<file path="config.mk">
export PLATFORM = sky130hd
export DESIGN_NAME = loop_playhead_advance
export DESIGN_NICKNAME = d
export VERILOG_FILES = /design/src/design/lpa_pkg.sv /design/src/design/loop_playhead_advance.sv
export SDC_FILE = /design/constraint.sdc
export NUM_CORES = 2
export LEC_CHECK = 0
export BUFFER_PORTS_ARGS = -buffer_cell sky130_fd_sc_hd__buf_2
export CAP_MARGIN = 30
export CORE_MARGIN = 2
export CORE_UTILIZATION = 35
export DETAILED_ROUTE_END_ITERATION = 16
export PLACE_DENSITY = 0.53
export SLEW_MARGIN = 20
export SYNTH_ARGS = -nofsm -noshare
export SYNTH_HDL_FRONTEND = slang
export SYNTH_SLANG_ARGS = --single-unit
</file>
<file path="constraint.sdc">
create_clock -name clk -period 9.5 [get_ports clk]
set_input_delay 0.95 -clock clk [delete_from_list [all_inputs] [get_ports clk]]
set_output_delay 0.95 -clock clk [all_outputs]
set_load 0.005 [all_outputs]
</file>
<file path="src/design/lpa_pkg.sv">
package lpa_pkg;

  localparam int CFG_DATA_W  = 48;
  localparam int CFG_INDEX_W = 3;
  localparam int DELTA_W     = 32;
  localparam int FIELD_POS_W = 48;
  localparam int RATE_W      = 24;
  localparam int PROD_W      = DELTA_W + RATE_W;

  localparam logic signed [RATE_W-1:0] RATE_RESET = RATE_W'(65536);

  typedef enum logic [CFG_INDEX_W-1:0] {
    CFG_TRACK_LOADED  = 3'd0,
    CFG_PLAYING       = 3'd1,
    CFG_PLAYBACK_RATE = 3'd2,
    CFG_LOOP_ENABLE   = 3'd3,
    CFG_LOOP_IN       = 3'd4,
    CFG_LOOP_OUT      = 3'd5
  } cfg_index_t;

  typedef enum logic {
    KIND_TICK = 1'b0,
    KIND_SEEK = 1'b1
  } kind_t;

  typedef enum logic [2:0] {
    ST_IDLE,
    ST_ADD,
    ST_WRAP,
    ST_DIV,
    ST_FIN,
    ST_DONE
  } state_t;

  typedef struct packed {
    logic                          kind;
    logic signed [DELTA_W-1:0]     delta_time;
    logic signed [FIELD_POS_W-1:0] seek_position;
  } in_item_t;

  typedef struct packed {
    logic signed [FIELD_POS_W-1:0] position;
    logic                          advanced;
    logic                          wrapped;
    logic                          saturated;
  } out_item_t;

endpackage

</file>
<file path="src/design/loop_playhead_advance.sv">
// channel | handshake             | payload
// --------+-----------------------+------------------------------
// in      | in_valid / in_ready   | in_data  (lpa_pkg::in_item_t)
// out     | out_valid / out_ready | out_data (lpa_pkg::out_item_t)
// cfg     | cfg_we                | cfg_index, cfg_data
//
// A seek beat goes from ST_IDLE straight to ST_DONE; a tick without wrap passes ST_ADD and ST_WRAP.
// A tick that wraps runs a restoring remainder, one dividend bit per cycle, over
// WW-1 bits (57 at the default, 65 at POSITION_BITS = 64) in ST_DIV, then ST_FIN.
// in_ready is high only while the sequencer idles; the output register holds a
// result while out_ready is low and the next beat is still taken.
// rst_n is synchronous: it clears position, pending seek, configuration and handshakes.
module loop_playhead_advance #(
  parameter int POSITION_BITS      = 48,
  parameter int RATE_FRACTION_BITS = 16
) (
  input  logic                                 clk,
  input  logic                                 rst_n,
  input  logic                                 in_valid,
  output logic                                 in_ready,
  input  lpa_pkg::in_item_t                    in_data,
  output logic                                 out_valid,
  input  logic                                 out_ready,
  output lpa_pkg::out_item_t                   out_data,
  input  logic                                 cfg_we,
  input  logic [lpa_pkg::CFG_INDEX_W-1:0]      cfg_index,
  input  logic [lpa_pkg::CFG_DATA_W-1:0]       cfg_data
);

  localparam int P      = POSITION_BITS;
  localparam int WW     = ((P > lpa_pkg::PROD_W) ? P : lpa_pkg::PROD_W) + 2;
  localparam int DVD_W  = WW - 1;
  localparam int LEN_W  = lpa_pkg::FIELD_POS_W;
  localparam int CNT_W  = $clog2(DVD_W);
  localparam logic [CNT_W-1:0] CNT_LAST = CNT_W'(DVD_W - 1);
  localparam logic signed [WW-1:0] POS_MAX_W = {{(WW-P+1){1'b0}}, {(P-1){1'b1}}};
  localparam logic signed [WW-1:0] POS_MIN_W = ~POS_MAX_W;

  lpa_pkg::state_t state_r, state_nxt;

  logic                                    loaded_r, loaded_nxt;
  logic                                    playing_r, playing_nxt;
  logic signed [lpa_pkg::RATE_W-1:0]       rate_r, rate_nxt;
  logic                                    loop_en_r, loop_en_nxt;
  logic signed [lpa_pkg::FIELD_POS_W-1:0]  loop_in_r, loop_in_nxt;
  logic signed [lpa_pkg::FIELD_POS_W-1:0]  loop_out_r, loop_out_nxt;

  logic signed [P-1:0]                     pos_r, pos_nxt;
  logic                                    pend_r, pend_nxt;
  logic signed [P-1:0]                     pend_pos_r, pend_pos_nxt;

  logic signed [lpa_pkg::PROD_W-1:0]       prod_r, prod_nxt;
  logic signed [WW-1:0]                    acc_r, acc_nxt;
  logic                                    adv_r, adv_nxt;
  logic                                    wrap_r, wrap_nxt;
  logic                                    sat_r, sat_nxt;
  logic                                    neg_r, neg_nxt;
  logic [DVD_W-1:0]                        dvd_r, dvd_nxt;
  logic [LEN_W-1:0]                        len_r, len_nxt;
  logic [LEN_W-1:0]                        rem_r, rem_nxt;
  logic [CNT_W-1:0]                        cnt_r, cnt_nxt;

  logic                                    out_valid_r, out_valid_nxt;
  lpa_pkg::out_item_t                      out_data_r, out_data_nxt;

  logic                                    in_fire;
  logic                                    out_free;
  logic                                    tick_run;
  logic                                    wrap_fwd;
  logic                                    wrap_rev;
  logic signed [WW-1:0]                    seek_w;
  logic signed [WW-1:0]                    seek_clamp;
  logic signed [lpa_pkg::PROD_W-1:0]       prod_now;
  logic signed [WW-1:0]                    step_w;
  logic signed [WW-1:0]                    sum_w;
  logic signed [WW-1:0]                    lin_w;
  logic signed [WW-1:0]                    lout_w;
  logic signed [WW-1:0]                    diff_fwd;
  logic signed [WW-1:0]                    diff_rev;
  logic signed [WW-1:0]                    rem_w;
  logic signed [WW-1:0]                    fin_w;
  logic signed [WW-1:0]                    pos_w;
  logic [LEN_W:0]                          rem_shift;
  logic [LEN_W:0]                          rem_sub;

  assign in_ready  = (state_r == lpa_pkg::ST_IDLE);
  assign in_fire   = in_valid && in_ready;
  assign out_free  = !out_valid_r || out_ready;
  assign out_valid = out_valid_r;
  assign out_data  = out_data_r;
  assign tick_run  = loaded_r && playing_r;

  assign seek_w     = WW'(in_data.seek_position);
  assign seek_clamp = (seek_w > POS_MAX_W) ? POS_MAX_W :
                      (seek_w < POS_MIN_W) ? POS_MIN_W : seek_w;
  assign prod_now   = lpa_pkg::PROD_W'(in_data.delta_time) * lpa_pkg::PROD_W'(rate_r);
  assign step_w     = WW'(prod_r) >>> RATE_FRACTION_BITS;
  assign sum_w      = WW'(pos_r) + step_w;
  assign lin_w      = WW'(loop_in_r);
  assign lout_w     = WW'(loop_out_r);
  assign diff_fwd   = acc_r - lout_w;
  assign diff_rev   = lin_w - acc_r;
  assign wrap_fwd   = loop_en_r && (lout_w > lin_w) && !rate_r[lpa_pkg::RATE_W-1] &&
                      (acc_r >= lout_w);
  assign wrap_rev   = loop_en_r && (lout_w > lin_w) && rate_r[lpa_pkg::RATE_W-1] &&
                      (acc_r < lin_w);
  assign rem_shift  = {rem_r, dvd_r[DVD_W-1]};
  assign rem_sub    = rem_shift - {1'b0, len_r};
  assign rem_w      = WW'($signed({1'b0, rem_r}));
  assign fin_w      = !neg_r ? (lin_w + rem_w) :
                      (rem_r == '0) ? lin_w : (lout_w - rem_w);
  assign pos_w      = WW'(pos_r);

  always_comb begin
    state_nxt = state_r;
    case (state_r)
      lpa_pkg::ST_IDLE: begin
        if (in_fire) begin
          if (in_data.kind == lpa_pkg::KIND_SEEK || !tick_run) begin
            state_nxt = lpa_pkg::ST_DONE;
          end else begin
            state_nxt = lpa_pkg::ST_ADD;
          end
        end
      end
      lpa_pkg::ST_ADD:  state_nxt = lpa_pkg::ST_WRAP;
      lpa_pkg::ST_WRAP: state_nxt = (wrap_fwd || wrap_rev) ? lpa_pkg::ST_DIV : lpa_pkg::ST_DONE;
      lpa_pkg::ST_DIV:  state_nxt = (cnt_r == '0) ? lpa_pkg::ST_FIN : lpa_pkg::ST_DIV;
      lpa_pkg::ST_FIN:  state_nxt = lpa_pkg::ST_DONE;
      lpa_pkg::ST_DONE: state_nxt = out_free ? lpa_pkg::ST_IDLE : lpa_pkg::ST_DONE;
      default:          state_nxt = lpa_pkg::ST_IDLE;
    endcase
  end

  always_comb begin
    loaded_nxt   = loaded_r;
    playing_nxt  = playing_r;
    rate_nxt     = rate_r;
    loop_en_nxt  = loop_en_r;
    loop_in_nxt  = loop_in_r;
    loop_out_nxt = loop_out_r;
    if (cfg_we) begin
      case (cfg_index)
        lpa_pkg::CFG_TRACK_LOADED:  loaded_nxt   = cfg_data[0];
        lpa_pkg::CFG_PLAYING:       playing_nxt  = cfg_data[0];
        lpa_pkg::CFG_PLAYBACK_RATE: rate_nxt     = cfg_data[lpa_pkg::RATE_W-1:0];
        lpa_pkg::CFG_LOOP_ENABLE:   loop_en_nxt  = cfg_data[0];
        lpa_pkg::CFG_LOOP_IN:       loop_in_nxt  = cfg_data;
        lpa_pkg::CFG_LOOP_OUT:      loop_out_nxt = cfg_data;
        default: ;
      endcase
    end
  end

  always_comb begin
    pos_nxt       = pos_r;
    pend_nxt      = pend_r;
    pend_pos_nxt  = pend_pos_r;
    prod_nxt      = prod_r;
    acc_nxt       = acc_r;
    adv_nxt       = adv_r;
    wrap_nxt      = wrap_r;
    sat_nxt       = sat_r;
    neg_nxt       = neg_r;
    dvd_nxt       = dvd_r;
    len_nxt       = len_r;
    rem_nxt       = rem_r;
    cnt_nxt       = cnt_r;
    out_valid_nxt = out_valid_r && !out_ready;
    out_data_nxt  = out_data_r;
    case (state_r)
      lpa_pkg::ST_IDLE: begin
        if (in_fire) begin
          adv_nxt  = 1'b0;
          wrap_nxt = 1'b0;
          sat_nxt  = 1'b0;
          prod_nxt = prod_now;
          if (in_data.kind == lpa_pkg::KIND_SEEK) begin
            pend_nxt     = 1'b1;
            pend_pos_nxt = seek_clamp[P-1:0];
          end else if (pend_r) begin
            pend_nxt = 1'b0;
            pos_nxt  = pend_pos_r;
          end
        end
      end
      lpa_pkg::ST_ADD: begin
        adv_nxt = 1'b1;
        if (sum_w > POS_MAX_W) begin
          acc_nxt = POS_MAX_W;
          sat_nxt = 1'b1;
        end else if (sum_w < POS_MIN_W) begin
          acc_nxt = POS_MIN_W;
          sat_nxt = 1'b1;
        end else begin
          acc_nxt = sum_w;
        end
      end
      lpa_pkg::ST_WRAP: begin
        len_nxt = LEN_W'(lout_w - lin_w);
        rem_nxt = '0;
        cnt_nxt = CNT_LAST;
        neg_nxt = wrap_rev;
        dvd_nxt = wrap_rev ? diff_rev[DVD_W-1:0] : diff_fwd[DVD_W-1:0];
        if (wrap_fwd || wrap_rev) begin
          wrap_nxt = 1'b1;
        end else begin
          pos_nxt = acc_r[P-1:0];
        end
      end
      lpa_pkg::ST_DIV: begin
        dvd_nxt = {dvd_r[DVD_W-2:0], 1'b0};
        cnt_nxt = cnt_r - 1'b1;
        rem_nxt = (rem_shift >= {1'b0, len_r}) ? rem_sub[LEN_W-1:0] : rem_shift[LEN_W-1:0];
      end
      lpa_pkg::ST_FIN: begin
        pos_nxt = fin_w[P-1:0];
      end
      lpa_pkg::ST_DONE: begin
        if (out_free) begin
          out_valid_nxt          = 1'b1;
          out_data_nxt.position  = pos_w[lpa_pkg::FIELD_POS_W-1:0];
          out_data_nxt.advanced  = adv_r;
          out_data_nxt.wrapped   = wrap_r;
          out_data_nxt.saturated = sat_r;
        end
      end
      default: ;
    endcase
  end

  always_ff @(posedge clk) begin
    if (!rst_n) begin
      state_r     <= lpa_pkg::ST_IDLE;
      loaded_r    <= 1'b0;
      playing_r   <= 1'b0;
      rate_r      <= lpa_pkg::RATE_RESET;
      loop_en_r   <= 1'b0;
      loop_in_r   <= '0;
      loop_out_r  <= '0;
      pos_r       <= '0;
      pend_r      <= 1'b0;
      pend_pos_r  <= '0;
      out_valid_r <= 1'b0;
    end else begin
      state_r     <= state_nxt;
      loaded_r    <= loaded_nxt;
      playing_r   <= playing_nxt;
      rate_r      <= rate_nxt;
      loop_en_r   <= loop_en_nxt;
      loop_in_r   <= loop_in_nxt;
      loop_out_r  <= loop_out_nxt;
      pos_r       <= pos_nxt;
      pend_r      <= pend_nxt;
      pend_pos_r  <= pend_pos_nxt;
      out_valid_r <= out_valid_nxt;
    end
  end

  always_ff @(posedge clk) begin
    prod_r     <= prod_nxt;
    acc_r      <= acc_nxt;
    adv_r      <= adv_nxt;
    wrap_r     <= wrap_nxt;
    sat_r      <= sat_nxt;
    neg_r      <= neg_nxt;
    dvd_r      <= dvd_nxt;
    len_r      <= len_nxt;
    rem_r      <= rem_nxt;
    cnt_r      <= cnt_nxt;
    out_data_r <= out_data_nxt;
  end

endmodule
</file>
==> run summary <==
Run status: completed
Die height: 443 um
Area of the die: 197,000 um^2
Min-delay worst type: reg2reg
Core Region: 192,000 um^2
Io pins: 190
Comb power frac: 0.506
Final setup skew: 0.0539 ns
Setup Buffers After CTS: 0
# rows: 161
Worst-Margin Slew: 0.999 ns
CP required: 9.91 ns
Mapped Cells: 7,878
Crit path time final: 8.53 ns
Worst reg2reg path depth: 23
GRT Total Usage: 0.236
Final Util: 0.380
GRT Residual Overflow: 0
Starting Density: 0.352
Area taken by flip-flops and latches: 13,600 um^2
Max cap viols: 0
Die Span X: 443 um
Detail Placement HPWL: 191 mm
Total Routed Length: 236 mm
Mapped cell area: 67,600 um^2
CTS tree: built
Final cell count without fillers: 10,420
Worst R2R Setup Slack: 0.97 ns
Footprint of the multi-input gates: 48,400 um^2
Synth Flop Type: edfxtp_1
Nets: 9,304
Seq pwr share: 0.297
Final antenna-violating net count: 0
Vias/cell: 5.34
H-tree depth: 2
Static leakage: 33.0 nW
Post-synth EDFFs: 303
Clock power frac: 0.197
Deepest clock path buffer count: 3
Vias: 55,616
Slowest stage delay, CP: 0.88 ns
Post-synthesis sequential area ratio: 0.201
Share of the synthesized area in the top cell type: 0.234
Antenna violations before repair: 2
Layout cell share with drive strength beyond 1: 0.0585
Avg Cell Area, Syn: 8.58 um^2
Endpoints failing setup: 0
Fill cells: 19,803
Origin of the critical flop-to-flop path: rate_r[11]
Max Fclk: 117 MHz
N_diodes: 0
Synth warnings: 0
Crit path max fanout: 18
Crit start category: flop
Number of global-route vias before repair: 56,413
Final period utilization: 0.898
Critical path arrival: 8.94 ns
Setup_tns: 0 ns
Leading cell types by total area after synthesis: fa_1 23%, edfxtp_1 13%, ha_1 9.8%
Post-CTS Resized: 0
DR pass1 iterations: 8
Crit. Startpoint: rate_r[11]
Cell Pwr Density: 158 nW/um^2
Gpl congestion: 0.949
Int Power: 6.45 mW
Largest net degree at the start of global routing: 100
Commonest cells in the netlist: 1,134 x inv_1, 1,036 x nand2_1, 789 x fa_1
CP max-delay cell: dfxtp_1
Kind of critical path: reg2reg
Hold Buf Count CTS: 0
Slew Viols, Final: 0
CTS Buf Count: 56
Area delta synth->final: 7.90%
Switching pwr: 5.05 mW
FF+latch count, synth: 527
CP Cell Sequence: buf_4 -> nand2_1 -> fa_1 -> fa_1 -> inv_1 -> fa_1 -> fa_1 -> fa_1 -> fa_1 -> inv_1 -> fa_1 -> inv_1 -> ha_1 -> and2_0 -> a221o_1 -> a31o_2 -> a221oi_1 -> a21oi_1 -> o2111ai_1 -> o21ai_1 -> o41ai_2 -> mux2i_1 -> nand4_1
Leading area contributor after synthesis: fa_1
Synth cell types: 101
R2r endpoint: prod_r[55]
Worst slew margin: 0.334
Worst-path clk slew: 0.07 ns
Routed WL per cell: 22.6 um
First-pass GRT wire length: 354 mm
Port buffer count: 189
Clock sink count: 527
Worst setup EP type: flop
Switching share of total power: 0.439
RSZ-0062 raised after global routing: no
Async set-or-reset flop fraction in the synthesized netlist: 0
Maximum vdd drop: 0.000146 V
Worst skew pair latency: 0.68 ns
Worst Setup EP: prod_r[55]
Most frequent cell after synthesis: inv_1
Placed cells: 10,311
1st-iter DRT viols: 4,280
Net Count, Synth: 9,336
CTS Root Cell: clkbuf_16
Count of final hold-check violations: 0
Cell mode on critical path: fa_1
DRC Markers: 0
## power groups by stage
stage	clock network [mW]	registers [mW]	logic (mW)
finish	2.26	3.41	5.82
global route	2.38	3.43	6.50
CTS	2.32	3.40	5.79
detailed placement	0	3.45	5.76
global placement	0	3.45	5.71
floorplan	0	3.20	4.30
## kinds of logic after synthesis
group,share of synthesized area
fa+ha+maj,0.334
compound gates,0.166
xor+xnor,0.0422
flops,0.201
mux,0.0100
simple gates,0.162
buf+inv,0.0851
## sequential cells by signal, indices dropped and copies added, names as in the netlist
name and cells:
dvd_r 57, out_data 51, acc_r 49, len_r 48, loop_in_r 48, loop_out_r 48
pend_pos_r 48, pos_r 48, rem_r 48, prod_r 40, rate_r 24, cnt_r 6
state_r 3, adv_r 1, loaded_r 1, loop_en_r 1, neg_r 1, out_valid 1
pend_r 1, playing_r 1, sat_r 1, wrap_r 1
## worst max-delay path: cells and delay by family, from the launching register on
family | cells | cell delay, ns
AO/OA/AOI/OAI | 7 | 2.18
adder cells (fa/ha/maj) | 8 | 3.97
multiplexers | 1 | 0.23
flip-flops | 1 | 0.88
buffers and inverters | 4 | 0.54
AND/OR/NAND/NOR | 3 | 0.45
## metrics by stage
stage          hold WS (ns)  power, mW  instance area [um^2]  worst slack, ns
2_1_floorplan         0.400       7.50                 67600             1.49
3_3_place_gp          0.429       9.16                 71000            0.710
3_5_place_dp          0.454       9.21                 71000            0.571
4_1_cts               0.468       11.5                 72900            0.890
5_1_grt               0.481       12.3                 72900            0.565
6_report              0.463       11.5                 72900            0.969
## layer usage
layer	wire, um	track usage	vias to the layer above
li1	-	-	26132
met2	112000	0.402	1685
met4	12000	0.103	0
met3	11200	0.0175	360
met5	0	0	-
met1	100000	0.308	27439
## layout make-up
type                            instances  area share
Clock buffer                           71      0.0211
Clock inverter                         35     0.00429
Multi-Input combinational cell       5840       0.663
Timing Repair Buffer                  282      0.0233
Tap cell                             2526      0.0433
Sequential cell                       527       0.186
Inverter                             1139      0.0587
## worst min path at each step
stage	startpoint	cells after the start	end
finish	pend_pos_r[42]	2	pend_pos_r[42]
global route	sat_r	0	out_data[0]
CTS	pend_pos_r[42]	2	pend_pos_r[42]
detailed placement	wrap_r	0	out_data[1]
global placement	wrap_r	0	out_data[1]
floorplan	sat_r	0	out_data[0]
## placed cells by master, fill, tap and decap left out, types with 71 or more instances in the layout
cell type	n
inv_1	1133
nand2_1	1034
fa_1	789
a21oi_1	661
ha_1	532
nor2_1	404
and2_1	386
edfxtp_1	303
o21ai_0	282
dfxtp_1	224
xnor2_1	216
a21o_1	201
buf_2	190
xor2_1	108
nand3_1	90
buf_4	87
nor3_1	84
a31oi_1	74
nand4_1	71
(Power assumes the default switching activity.)
